### src/sv/mshv_pkg.sv
// shared types and constants for the multi-sensor heater vote
package mshv_pkg;

  // fixed field widths
  localparam int TEMP_W     = 16;
  localparam int IDX_IN_W   = 4;
  localparam int ACT_W      = 5;
  localparam int COUNT_W    = 5;
  localparam int CFG_IDX_W  = 2;
  localparam int CFG_DATA_W = 16;

  // a sensor votes once it holds this many samples
  localparam int MIN_VALID = 3;

  // register reset values
  localparam logic signed [TEMP_W-1:0] TARGET_RESET = 16'sd2000;
  localparam logic [ACT_W-1:0]         ACTIVE_RESET = 5'd1;

  // configuration register indexes
  typedef enum logic [CFG_IDX_W-1:0] {
    REG_TARGET_TEMP    = 2'd0,
    REG_ACTIVE_SENSORS = 2'd1
  } cfg_reg_t;

  // vote result handed from the vote logic to the output register
  typedef struct packed {
    logic               any_valid;
    logic               heater_on;
    logic [COUNT_W-1:0] valid_count;
    logic [COUNT_W-1:0] below_count;
  } vote_t;

endpackage

### src/sv/mshv_in_if.sv
// reading channel: sensor index and temperature
interface mshv_in_if import mshv_pkg::*; ();
  logic                     valid;
  logic                     ready;
  logic [IDX_IN_W-1:0]      sensor_index;
  logic signed [TEMP_W-1:0] temperature;

  modport source (output valid, output sensor_index, output temperature, input ready);
  modport sink   (input valid, input sensor_index, input temperature, output ready);
endinterface

### src/sv/mshv_out_if.sv
// result channel: heater command and vote counts
interface mshv_out_if import mshv_pkg::*; ();
  logic               valid;
  logic               ready;
  logic               heater_on;
  logic [COUNT_W-1:0] valid_count;
  logic [COUNT_W-1:0] below_count;

  modport source (output valid, output heater_on, output valid_count, output below_count,
                  input ready);
  modport sink   (input valid, input heater_on, input valid_count, input below_count,
                  output ready);
endinterface

### src/sv/mshv_cfg_if.sv
// configuration write channel: register index and write data
interface mshv_cfg_if import mshv_pkg::*; ();
  logic                  valid;
  logic                  ready;
  logic [CFG_IDX_W-1:0]  index;
  logic [CFG_DATA_W-1:0] data;

  modport source (output valid, output index, output data, input ready);
  modport sink   (input valid, input index, input data, output ready);
endinterface

### src/sv/mshv_ram.sv
// generic single-port-write ram with registered read
module mshv_ram #(
  parameter int WIDTH = 16,
  parameter int DEPTH = 128
) (
  input  logic                     clk,
  input  logic                     we,
  input  logic [$clog2(DEPTH)-1:0] waddr,
  input  logic [WIDTH-1:0]         wdata,
  input  logic                     re,
  input  logic [$clog2(DEPTH)-1:0] raddr,
  output logic [WIDTH-1:0]         rdata
);

  logic [WIDTH-1:0] mem [DEPTH];

  // write port and registered read port
  always_ff @(posedge clk) begin
    if (we) begin
      mem[waddr] <= wdata;
    end
    if (re) begin
      rdata <= mem[raddr];
    end
  end

endmodule

### src/sv/mshv_window.sv
// per-sensor sample windows: ring buffer in ram, fill counts and running sums
module mshv_window import mshv_pkg::*; #(
  parameter int SENSOR_SLOTS = 16,
  parameter int WINDOW_LEN   = 5
) (
  input  logic                                       clk,
  input  logic                                       rst,
  input  logic                                       adv,
  input  logic                                       accept,
  input  logic [IDX_IN_W-1:0]                        in_idx,
  input  logic signed [TEMP_W-1:0]                   in_temp,
  input  logic [ACT_W-1:0]                           active_sensors,
  output logic [$clog2(WINDOW_LEN+1)-1:0]            fill [SENSOR_SLOTS],
  output logic signed [TEMP_W+$clog2(WINDOW_LEN)-1:0] sum [SENSOR_SLOTS]
);

  localparam int IDX_W  = (SENSOR_SLOTS > 1) ? $clog2(SENSOR_SLOTS) : 1;
  localparam int PTR_W  = $clog2(WINDOW_LEN);
  localparam int FILL_W = $clog2(WINDOW_LEN + 1);
  localparam int SUM_W  = TEMP_W + $clog2(WINDOW_LEN);
  localparam int ADDR_W = IDX_W + PTR_W;
  localparam int DEPTH  = 1 << ADDR_W;
  localparam logic [FILL_W-1:0] FILL_MAX    = FILL_W'(WINDOW_LEN);
  localparam logic [PTR_W-1:0]  PTR_LAST    = PTR_W'(WINDOW_LEN - 1);
  localparam logic [7:0]        SLOTS_LIMIT = 8'(SENSOR_SLOTS);

  logic [7:0]              idx_ext;
  logic [IDX_W-1:0]        sidx;
  logic                    push_in;
  logic [PTR_W-1:0]        ptr [SENSOR_SLOTS];
  logic [PTR_W-1:0]        ptr_cur;
  logic [FILL_W-1:0]       fill_cur;
  logic                    full_in;
  logic [FILL_W-1:0]       fill_new;

  // update stage registers
  logic                     a_push;
  logic [IDX_W-1:0]         a_idx;
  logic signed [TEMP_W-1:0] a_temp;
  logic [ADDR_W-1:0]        a_addr;
  logic                     a_full;
  logic [FILL_W-1:0]        a_fill;

  logic [TEMP_W-1:0]        old_sample;
  logic signed [SUM_W-1:0]  temp_ext;
  logic signed [SUM_W-1:0]  old_ext;
  logic signed [SUM_W-1:0]  sum_next;

  // slot select and drop check
  assign idx_ext = {{(8 - IDX_IN_W){1'b0}}, in_idx};
  assign sidx    = idx_ext[IDX_W-1:0];
  assign push_in = accept && ({1'b0, in_idx} < active_sensors) && (idx_ext < SLOTS_LIMIT);
  assign ptr_cur = ptr[sidx];

  // fill count as it stands once the item in the update stage commits
  assign fill_cur = (a_push && (a_idx == sidx)) ? a_fill : fill[sidx];
  assign full_in  = (fill_cur == FILL_MAX);
  assign fill_new = full_in ? FILL_MAX : fill_cur + 1'b1;

  // oldest sample leaves the sum only once the window is full
  assign temp_ext = {{(SUM_W - TEMP_W){a_temp[TEMP_W-1]}}, a_temp};
  assign old_ext  = a_full ? {{(SUM_W - TEMP_W){old_sample[TEMP_W-1]}}, old_sample} : '0;
  assign sum_next = sum[a_idx] + temp_ext - old_ext;

  // sample ring: read oldest on accept, write newest in the update stage
  mshv_ram #(
    .WIDTH (TEMP_W),
    .DEPTH (DEPTH)
  ) u_ram (
    .clk   (clk),
    .we    (adv && a_push),
    .waddr (a_addr),
    .wdata (a_temp),
    .re    (push_in),
    .raddr ({sidx, ptr_cur}),
    .rdata (old_sample)
  );

  // control state: pointers, fill counts, sums
  always_ff @(posedge clk) begin
    if (rst) begin
      a_push <= 1'b0;
      for (int s = 0; s < SENSOR_SLOTS; s++) begin
        ptr[s]  <= '0;
        fill[s] <= '0;
        sum[s]  <= '0;
      end
    end else if (adv) begin
      a_push <= push_in;
      if (push_in) begin
        ptr[sidx] <= (ptr_cur == PTR_LAST) ? '0 : ptr_cur + 1'b1;
      end
      if (a_push) begin
        fill[a_idx] <= a_fill;
        sum[a_idx]  <= sum_next;
      end
    end
  end

  // item payload into the update stage
  always_ff @(posedge clk) begin
    if (adv && push_in) begin
      a_idx  <= sidx;
      a_temp <= in_temp;
      a_addr <= {sidx, ptr_cur};
      a_full <= full_in;
      a_fill <= fill_new;
    end
  end

endmodule

### src/sv/mshv_vote.sv
// per-sensor below-target compare and majority vote
module mshv_vote import mshv_pkg::*; #(
  parameter int SENSOR_SLOTS = 16,
  parameter int WINDOW_LEN   = 5
) (
  input  logic                                        clk,
  input  logic signed [TEMP_W-1:0]                    target_temp,
  input  logic [ACT_W-1:0]                            active_sensors,
  input  logic [$clog2(WINDOW_LEN+1)-1:0]             fill [SENSOR_SLOTS],
  input  logic signed [TEMP_W+$clog2(WINDOW_LEN)-1:0] sum [SENSOR_SLOTS],
  output vote_t                                       vote
);

  localparam int FILL_W = $clog2(WINDOW_LEN + 1);
  localparam int SUM_W  = TEMP_W + $clog2(WINDOW_LEN);
  localparam int PROD_W = TEMP_W + FILL_W + 1;
  localparam int CNT_W  = $clog2(SENSOR_SLOTS + 1);
  localparam logic [FILL_W-1:0] FILL_MIN = FILL_W'(MIN_VALID);

  logic signed [PROD_W-1:0] target_ext;
  logic signed [PROD_W-1:0] prod [WINDOW_LEN+1];
  logic [SENSOR_SLOTS-1:0]  valid_vec;
  logic [SENSOR_SLOTS-1:0]  below_vec;
  logic [CNT_W-1:0]         valid_cnt;
  logic [CNT_W-1:0]         below_cnt;
  logic [7:0]               valid_wide;
  logic [7:0]               below_wide;

  assign target_ext = {{(PROD_W - TEMP_W){target_temp[TEMP_W-1]}}, target_temp};

  // target times each possible fill count, refreshed after a target write
  always_ff @(posedge clk) begin
    for (int n = 0; n <= WINDOW_LEN; n++) begin
      prod[n] <= target_ext * PROD_W'(n);
    end
  end

  // per-sensor valid and below flags
  for (genvar s = 0; s < SENSOR_SLOTS; s++) begin : g_sensor
    logic signed [PROD_W-1:0] sum_ext;
    assign sum_ext      = {{(PROD_W - SUM_W){sum[s][SUM_W-1]}}, sum[s]};
    assign valid_vec[s] = (fill[s] >= FILL_MIN) && ({2'b00, active_sensors} > 7'(s));
    assign below_vec[s] = valid_vec[s] && (sum_ext < prod[fill[s]]);
  end

  // counts and majority
  assign valid_cnt  = CNT_W'($countones(valid_vec));
  assign below_cnt  = CNT_W'($countones(below_vec));
  assign valid_wide = 8'(valid_cnt);
  assign below_wide = 8'(below_cnt);

  assign vote.any_valid   = (valid_cnt != '0);
  assign vote.heater_on   = (below_cnt > (valid_cnt >> 1));
  assign vote.valid_count = valid_wide[COUNT_W-1:0];
  assign vote.below_count = below_wide[COUNT_W-1:0];

endmodule

### src/sv/multi_sensor_heater_vote.sv
// top level of the multi-sensor heater vote
//
// channels: "in" takes one item per reading (sensor_index, temperature);
// "out" gives heater_on with valid_count and below_count; "cfg" writes
// target_temp (index 0) and active_sensors (index 1), always ready.
// a reading whose index is at or beyond the active count changes nothing,
// but the vote is still taken and reported.
// an accepted item moves through the registers a_valid, b_valid and
// out_valid; it gives its result on "out" only if some sensor is valid;
// an item with no valid sensor gives no result.
// throughput: one item per cycle while "out" is not stalled; the sample
// ring is one ram with one write and one read per cycle, so same-sensor
// readings may follow each other without a gap.
// stall: when a result waits on "out" and ready is low, the whole
// pipeline holds and in.ready drops; it rises again as soon as the
// result is taken.
// reset: clears fill counts, sums, ring pointers and pipeline state,
// and loads target_temp 2000 and active_sensors 1; the ram needs no
// clearing since the oldest sample leaves a sum only once the window is full.
module multi_sensor_heater_vote import mshv_pkg::*; #(
  parameter int SENSOR_SLOTS = 16,
  parameter int WINDOW_LEN   = 5
) (
  input  logic       clk,
  input  logic       rst,
  mshv_in_if.sink    in,
  mshv_out_if.source out,
  mshv_cfg_if.sink   cfg
);

  localparam int FILL_W = $clog2(WINDOW_LEN + 1);
  localparam int SUM_W  = TEMP_W + $clog2(WINDOW_LEN);

  logic signed [TEMP_W-1:0] target_temp;
  logic [ACT_W-1:0]         active_sensors;

  logic                     adv;
  logic                     accept;
  logic                     a_valid;
  logic                     b_valid;
  logic                     out_valid;
  vote_t                    vote;

  logic [FILL_W-1:0]        fill [SENSOR_SLOTS];
  logic signed [SUM_W-1:0]  sum [SENSOR_SLOTS];

  // configuration registers
  assign cfg.ready = 1'b1;

  always_ff @(posedge clk) begin
    if (rst) begin
      target_temp    <= TARGET_RESET;
      active_sensors <= ACTIVE_RESET;
    end else if (cfg.valid) begin
      unique case (cfg_reg_t'(cfg.index))
        REG_TARGET_TEMP:    target_temp    <= cfg.data;
        REG_ACTIVE_SENSORS: active_sensors <= cfg.data[ACT_W-1:0];
        default: ;
      endcase
    end
  end

  // pipeline moves whenever the output register is free or being emptied
  assign adv      = !out_valid || out.ready;
  assign in.ready = adv;
  assign accept   = in.valid && adv;

  // window storage and running sums
  mshv_window #(
    .SENSOR_SLOTS (SENSOR_SLOTS),
    .WINDOW_LEN   (WINDOW_LEN)
  ) u_window (
    .clk            (clk),
    .rst            (rst),
    .adv            (adv),
    .accept         (accept),
    .in_idx         (in.sensor_index),
    .in_temp        (in.temperature),
    .active_sensors (active_sensors),
    .fill           (fill),
    .sum            (sum)
  );

  // vote over the committed state
  mshv_vote #(
    .SENSOR_SLOTS (SENSOR_SLOTS),
    .WINDOW_LEN   (WINDOW_LEN)
  ) u_vote (
    .clk            (clk),
    .target_temp    (target_temp),
    .active_sensors (active_sensors),
    .fill           (fill),
    .sum            (sum),
    .vote           (vote)
  );

  // stage valids and output valid
  always_ff @(posedge clk) begin
    if (rst) begin
      a_valid   <= 1'b0;
      b_valid   <= 1'b0;
      out_valid <= 1'b0;
    end else if (adv) begin
      a_valid   <= accept;
      b_valid   <= a_valid;
      out_valid <= b_valid && vote.any_valid;
    end
  end

  // output payload
  always_ff @(posedge clk) begin
    if (adv && b_valid) begin
      out.heater_on   <= vote.heater_on;
      out.valid_count <= vote.valid_count;
      out.below_count <= vote.below_count;
    end
  end

  assign out.valid = out_valid;

endmodule

### src/flat_wrapper.sv
// flat-port wrapper written by rule: the top's interface ports become plain ports
module multi_sensor_heater_vote_flat import mshv_pkg::*;
#(
  parameter int SENSOR_SLOTS = 16,
  parameter int WINDOW_LEN   = 5
)
  (clk, rst, in_valid, in_sensor_index, in_temperature, in_ready, out_valid, out_heater_on, out_valid_count, out_below_count, out_ready, cfg_valid, cfg_index, cfg_data, cfg_ready);
  mshv_in_if in_i ();
  mshv_out_if out_i ();
  mshv_cfg_if cfg_i ();
  input  logic clk;
  input  logic rst;
  input wire logic [$bits(in_i.valid)-1:0] in_valid;
  input wire logic [$bits(in_i.sensor_index)-1:0] in_sensor_index;
  input wire logic [$bits(in_i.temperature)-1:0] in_temperature;
  output wire logic [$bits(in_i.ready)-1:0] in_ready;
  output wire logic [$bits(out_i.valid)-1:0] out_valid;
  output wire logic [$bits(out_i.heater_on)-1:0] out_heater_on;
  output wire logic [$bits(out_i.valid_count)-1:0] out_valid_count;
  output wire logic [$bits(out_i.below_count)-1:0] out_below_count;
  input wire logic [$bits(out_i.ready)-1:0] out_ready;
  input wire logic [$bits(cfg_i.valid)-1:0] cfg_valid;
  input wire logic [$bits(cfg_i.index)-1:0] cfg_index;
  input wire logic [$bits(cfg_i.data)-1:0] cfg_data;
  output wire logic [$bits(cfg_i.ready)-1:0] cfg_ready;
  assign in_i.valid = in_valid;
  assign in_i.sensor_index = in_sensor_index;
  assign in_i.temperature = in_temperature;
  assign in_ready = in_i.ready;
  assign out_valid = out_i.valid;
  assign out_heater_on = out_i.heater_on;
  assign out_valid_count = out_i.valid_count;
  assign out_below_count = out_i.below_count;
  assign out_i.ready = out_ready;
  assign cfg_i.valid = cfg_valid;
  assign cfg_i.index = cfg_index;
  assign cfg_i.data = cfg_data;
  assign cfg_ready = cfg_i.ready;
  multi_sensor_heater_vote #(.SENSOR_SLOTS(SENSOR_SLOTS), .WINDOW_LEN(WINDOW_LEN)) u_core (.clk(clk), .rst(rst), .in(in_i), .out(out_i), .cfg(cfg_i));
endmodule
### config.mk
export PLATFORM = sky130hd
export DESIGN_NAME = multi_sensor_heater_vote_flat
export DESIGN_NICKNAME = d
export VERILOG_FILES = /design/src/sv/mshv_pkg.sv /design/src/sv/mshv_in_if.sv /design/src/sv/mshv_out_if.sv /design/src/sv/mshv_cfg_if.sv /design/src/sv/mshv_ram.sv /design/src/sv/mshv_window.sv /design/src/sv/mshv_vote.sv /design/src/sv/multi_sensor_heater_vote.sv /design/src/flat_wrapper.sv
export SDC_FILE = /design/constraint.sdc
export NUM_CORES = 2
export LEC_CHECK = 0
export BUFFER_PORTS_ARGS = -buffer_cell sky130_fd_sc_hd__buf_2
export CAP_MARGIN = 20
export CORE_MARGIN = 5
export CORE_UTILIZATION = 30
export CTS_CLUSTER_SIZE = 24
export DETAILED_ROUTE_END_ITERATION = 10
export PLACE_DENSITY_LB_ADDON = 0.12
export SYNTH_ARGS = -nofsm -noshare
export SYNTH_HDL_FRONTEND = slang
export SYNTH_SLANG_ARGS = --single-unit
### constraint.sdc
create_clock -name clk -period 9.9 [get_ports clk]
set_input_delay 0.99 -clock clk [delete_from_list [all_inputs] [get_ports clk]]
set_output_delay 0.99 -clock clk [all_outputs]
set_load 0.05 [all_outputs]
After elaboration in Yosys (flattened, before gate mapping)

Memory sizes are Yosys's and may differ from the RTL's. A register that Yosys moved wholly into a read port is not among the register bits.
Index checks and enable logic that the tools add are counted.

Flip-flop bits (word level): 419
Bits in writable memories: 2216
Input bits: 43
Output and inout port bits: 14
Memories: 3

Memories:

| memory                    | depth | width | rd ports | clocked after memory_dff | wr ports | line              | text |
|---|---|---|---|---|---|---|---|
| u_core.u_window.u_ram.mem | 128   | 16    | 1        | 1                        | 1        | mshv_ram.sv:15    | `logic [WIDTH-1:0] mem [DEPTH];` |
| u_core.u_vote.prod        | 6     | 20    | 16       | 16                       | 6        | mshv_vote.sv:21   | `logic signed [PROD_W-1:0] prod [WINDOW_LEN+1];` |
| u_core.u_window.ptr       | 16    | 3     | 1        | 0                        | 16       | mshv_window.sv:30 | `logic [PTR_W-1:0] ptr [SENSOR_SLOTS];` |

$add $sub $neg: 34
$mul: 2
$lt $le $gt $ge: 54
Equality and inequality tests: 4
Multiplexer cells: 58
Bitwise gates (word level): 2
Reduce and logical (&&, ||, !) cells: 49

Operators by type and width:

| kind                    | count |
|---|---|
| $lt A19 B20 Y1          | 16 |
| $bwmux W304             | 1 |
| $mux W3                 | 38 |
| $bmux W19 S4            | 1 |
| $demux W19 S4           | 1 |
| $mux W19                | 4 |
| $bwmux W48              | 1 |
| $ge A3 B2 Y1 const B    | 16 |
| $logic_and A1 B1 Y1     | 41 |
| $gt A5 B4 Y1 const B    | 8 |
| $add A1 B1 Y2           | 16 |
| $add A2 B2 Y3           | 8 |
| $gt A5 B3 Y1 const B    | 4 |
| $mul A16 B4 Y20 const B | 1 |
| $add A19 B16 Y19        | 1 |
| $mul A16 B3 Y19 const B | 1 |
| $sub A19 B19 Y19        | 1 |
| $add A5 B5 Y5           | 3 |
| $bmux W3 S4             | 1 |
| $demux W3 S4            | 1 |
| $ge A5 B5 Y1 const B    | 2 |
| $gt A5 B1 Y1 const B    | 2 |
| $gt A5 B2 Y1 const B    | 2 |
| $not A4 Y5              | 2 |
| 18 further kinds        | 31 |

Depth between registers and ports, before layout

Depth in word-level cells: 11
Depth in mapped cells: 31
Depth with buffers taken out: 29

Cells and area by module

From an unflattened synthesis, not the netlist that was laid out.

Cell total of the unflattened synthesis: 8327
Area, all modules: 122766.5 um2

Modules (own cells, without submodules):

| module                   | times used | cells an instance | area each (um2) |
|---|---|---|---|
| mshv_ram                 | 1          | 3086              | 78683.0 |
| mshv_vote                | 1          | 2896              | 22087.4 |
| mshv_window              | 1          | 2230              | 20744.9 |
| multi_sensor_heater_vote | 1          | 115               | 1251.2 |

Least setup slack after synthesis

OpenSTA, ideal clock, no wires.

Kind: register to register
From: register (tool-made name)
To: register u_core.out.heater_on, data pin
Setup time: 0.262 ns
Data arrival time: 6.741 ns
Data required time: 9.638 ns
Path slack: 2.897 ns
Cell stages (with the launch flop): 31
Clock period less this slack: 7.003 ns
Cells stage by stage: dfxtp_1 -> clkbuf_1 -> clkbuf_1 -> clkbuf_1 -> nand2_1 -> nand2_1 -> nand2_1 -> a22oi_1 -> ha_1 -> a21o_1 -> a21o_1 -> a21o_1 -> a21o_1 -> a21oi_1 -> nor3_1 -> o21ai_0 -> a211oi_1 -> a2111oi_0 -> fa_1 -> ha_1 -> ha_1 -> fa_1 -> fa_1 -> ha_1 -> fa_1 -> ha_1 -> o21ai_0 -> nand2b_1 -> a21oi_1 -> a41oi_1 -> or2_2

RTL lines:

| element       | line             | text |
|---|---|---|
| end, declared | mshv_out_if.sv:9 | `modport source (output valid, output heater_on, output valid_count, output below_count,` |

==> results.py <==
metrics = {
    "outcome": {
        "status": "completed",
    },
    "route": {
        "drc": 0,
        "wl_per_cell_microns": 30.5,
        "firstDrtPassIters": 6,
        "num_vias": 87956,
        "drtIter0Drc": 8462,
        "wl_microns": 497000,
        "vias_per_cell": 5.40,
        "ant_nets": 0,
    },
    "worst_setup_path": {
        "cpMostUsedCell": "ha_1",
        "cp.depth": 25,
        "slowest_stage": "nor2b_1",
        "critical_path_buf_inv_count": 0,
        "cp_max_fo": 19,
        "path_class": "reg2reg",
        "arrival_ns": 9.39,
        "cp_top_family": "adder cells",
        "r2r_cells": 25,
        "cp-start-kind": "register",
        "rrSetupSlack_ns": 1.17,
        "crit_required_ns": 10.56,
        "crit_end": "u_core.out.heater_on",
        "slowest_delay_ns": 0.94,
        "r2r-end": "u_core.out.heater_on",
        "critPathCaptureType": "register",
    },
    "clock_network": {
        "post-cts-setup-buffers": 0,
        "path_clk_slew_ns": 0.06,
        "ctsResizeCount": 0,
        "worstSkewPairLatency_ns": 0.95,
        "root_buffer": "clkbuf_16",
        "h-tree-depth": 5,
        "numCtsBuffers": 315,
        "cts_tree": "done",
        "cts_hold_buf": 0,
        "cts_sinks": 2627,
        "cts_max_path_buffers": 4,
    },
    "timing": {
        "tightest_slew_ns": 1.27,
        "fin_ws_ns": 1.17,
        "hold_violations": 0,
        "relSlewSlack_pct": 15.2,
        "timing.fmax_ghz": 0.115,
        "finalSetupViolCount": 0,
        "rsz0062_at_grt": "no",
        "clock_skew_ns": 0.0979,
        "period_share_pct": 88.2,
        "setup_tns_ns": 0,
        "hold_ws_ns": 0.265,
        "period_minus_slack_ns": 8.73,
        "slew_violations": 0,
    },
    "die": {
        "dieArea_sq_mm": 0.429,
        "die_y_microns": 655,
        "io_pins": 57,
        "rows": 236,
        "start_util_pct": 30.1,
        "dieWidth_microns": 655,
        "design.core.area_sq_mm": 0.414,
    },
    "placed_design": {
        "dpl.hpwl_microns": 324000,
        "place_area_sq_mm": 0.132,
        "place.gp.congestion": 0.920,
        "io_buffer_count": 55,
        "pre_cts_ws_ns": 1.35,
    },
    "synth": {
        "netlist_area_sq_mm": 0.125,
        "synthSimpleGateAreaFrac_pct": 12.3,
        "synth_compound_area_share_pct": 10.9,
        "synth_xor_area_share_pct": 0.330,
        "synthMuxAreaShare_pct": 8.87,
        "synth_top_family_by_area": "simple AND/OR/NAND/NOR gates",
        "seq_area_frac_synth_pct": 59.4,
        "syn-instance-count": 10601,
        "ys.warnings.count": 0,
        "synth_edf_count": 2150,
        "synthAdderAreaFrac_pct": 4.87,
        "async_reset_ff_share_pct": 0,
        "ys_types": 71,
        "ys_ff_latch": 2627,
        "synthFlopType": "edfxtp_1",
        "syn-mean-instance-area_sq_um": 11.8,
        "synth_fp_nets": 11093,
    },
    "global_routing": {
        "track_usage_pct": 22.4,
        "grt_pass1_wl_microns": 688000,
        "antenna_found_initial": 40,
        "grt_max_degree": 141,
        "grt_overflow": 0,
        "grt_pass1_vias": 84458,
    },
    "power": {
        "peakVddDrop_v": 0.000166,
        "p_leak_nw": 48.8,
        "powerDensity_mw_per_mm2": 188,
    },
    "hold_path": {
        "hold_class": "in2reg",
    },
    "final_layout": {
        "mostFrequentLayoutCell": "edfxtp_1",
        "fillers": 40440,
        "synthToLayoutAreaGrowth_pct": 14.2,
        "final_nets": 11020,
        "final_util_pct": 34.4,
        "drive_above_1_share_pct": 14.1,
        "layout_common_cells": "edfxtp_1 (2150), nand2_1 (2095), o21ai_0 (476), nand3_1 (476), a21oi_1 (466)",
        "fin_area_sq_mm": 0.142,
    },
    "run": {
        "cap_viol_max_count": 0,
    },
}
cell families (layout without fill, tap and decap cells):
family / Yosys count / count (layout)
other: 1 / 38
muxes: 906 / 906
AOI/OAI and AO/OA: 2013 / 2013
DFF: 2627 / 2627
buffers and inverters: 988 / 1170
and+or+nand+nor: 3554 / 3554
adders and majority gates: 465 / 465
xor gates and xnor gates: 47 / 47
synth_stat cells, drive strengths merged, types with 14 or more instances:
| master | n | share of area, % |
|---|---|---|
| nor3 | 34 | 0.14 |
| a2bb2oi | 32 | 0.22 |
| fa | 40 | 0.64 |
| a2111oi | 14 | 0.099 |
| and2 | 24 | 0.12 |
| dfxtp | 477 | 7.7 |
| o21a | 15 | 0.090 |
| nor4b | 32 | 0.22 |
| a211oi | 62 | 0.37 |
| clkbuf | 585 | 1.8 |
| mux4 | 122 | 2.2 |
| a311o | 16 | 0.13 |
| nand2b | 42 | 0.21 |
| a221oi | 130 | 0.91 |
| edfxtp | 2150 | 52 |
| a311oi | 81 | 0.57 |
| a21o | 135 | 0.81 |
| mux2i | 413 | 3.3 |
| o22ai | 49 | 0.25 |
| a221o | 232 | 1.9 |
| nand4 | 18 | 0.090 |
| xnor2 | 36 | 0.25 |
| o2111ai | 87 | 0.61 |
| nand2 | 2106 | 6.3 |
| o211ai | 49 | 0.29 |
| ha | 409 | 4.1 |
| buf | 261 | 1.1 |
| maj3 | 16 | 0.13 |
| nand3b | 61 | 0.37 |
| mux2 | 371 | 3.4 |
| nor2b | 83 | 0.42 |
| o21ai | 502 | 2.0 |
| inv | 141 | 0.42 |
| or2 | 24 | 0.12 |
| a31oi | 85 | 0.43 |
| and3 | 107 | 0.54 |
| or4 | 20 | 0.12 |
| a21oi | 467 | 1.9 |
| nor2 | 493 | 1.5 |
| a22oi | 31 | 0.19 |
| nand3 | 480 | 1.9 |
report_power, final:
| part | leakage [nW] | switching [W] | internal (W) | total, W |
|---|---|---|---|---|
| Combinational | 20.6 | 0.00230 | 0.000794 | 0.00309 |
| Sequential | 23.3 | 0.000251 | 0.0120 | 0.0123 |
| Clock | 4.90 | 0.00486 | 0.00654 | 0.0114 |
| Total | 48.8 | 0.00741 | 0.0193 | 0.0267 |
layer usage:
| layer | vias up | global-route usage [%] | wire length (microns) |
|---|---|---|---|
| li1 | 39348 | - | - |
| met1 | 44859 | 29.5 | 210000 |
| met2 | 2906 | 36.7 | 233000 |
| met3 | 833 | 2.87 | 26400 |
| met4 | 10 | 10.4 | 26700 |
| met5 | - | 0 | 80 |
metrics by stage:
| stage | total power, W | cells |
|---|---|---|
| 2_1_floorplan | 0.0139 | 10601 |
| 3_3_place_gp | 0.0156 | 15667 |
| 3_5_place_dp | 0.0156 | 15679 |
| 4_1_cts | 0.0271 | 16251 |
| 5_1_grt | 0.0276 | 16283 |
| 6_report | 0.0267 | 16294 |
worst min path at each step:
| stage | slack [ns] | to | cells after the start | from |
|---|---|---|---|---|
| after detailed placement | 0.44 | u_core.u_vote.prod[1][9] | 0 | u_core.target_temp[9] |
| after floorplan | 0.37 | u_core.u_vote.prod[1][18] | 0 | u_core.target_temp[15] |
| after global routing | 0.22 | u_core.u_window.a_temp[13] | 1 | in_temperature[13] |
| after global placement | 0.43 | u_core.u_vote.prod[1][14] | 0 | u_core.target_temp[14] |
| after CTS | 0.18 | u_core.u_window.a_temp[13] | 1 | in_temperature[13] |
| final | 0.27 | u_core.u_window.a_temp[13] | 1 | in_temperature[13] |
state kept, by name, indices dropped and copies added (netlist names), named ones only:
register / count
u_core.b_valid: 1
u_core.u_window.u_ram.rdata: 16
u_core.u_window.sum: 304
u_core.u_window.a_idx: 4
u_core.u_window.ptr: 48
u_core.out.valid: 1
u_core.u_window.u_ram.mem: 2048
u_core.out.below_count: 5
u_core.u_window.a_full: 1
u_core.out.valid_count: 5
u_core.out.heater_on: 1
u_core.a_valid: 1
u_core.active_sensors: 5
u_core.u_window.fill: 48
u_core.u_window.a_addr: 3
u_core.u_window.a_temp: 16
u_core.u_window.a_fill: 3
u_core.target_temp: 16
u_core.u_vote.prod: 52
u_core.u_window.a_push: 1
layout make-up:
| class | instances | area, sq um | share of cell area (%) |
|---|---|---|---|
| diodes | 37 | 92.6 | 0.0650 |
| clock buffers | 406 | 8380 | 5.88 |
| clock inverters | 166 | 1740 | 1.22 |
| inverters | 142 | 562 | 0.395 |
| multi-input cells | 6986 | 46900 | 33.0 |
| flip-flops and latches | 2627 | 74200 | 52.1 |
| well taps | 5474 | 6850 | 4.81 |
| repair buffers | 456 | 3660 | 2.57 |
Note: power is estimated with default switching activity, not from simulation.
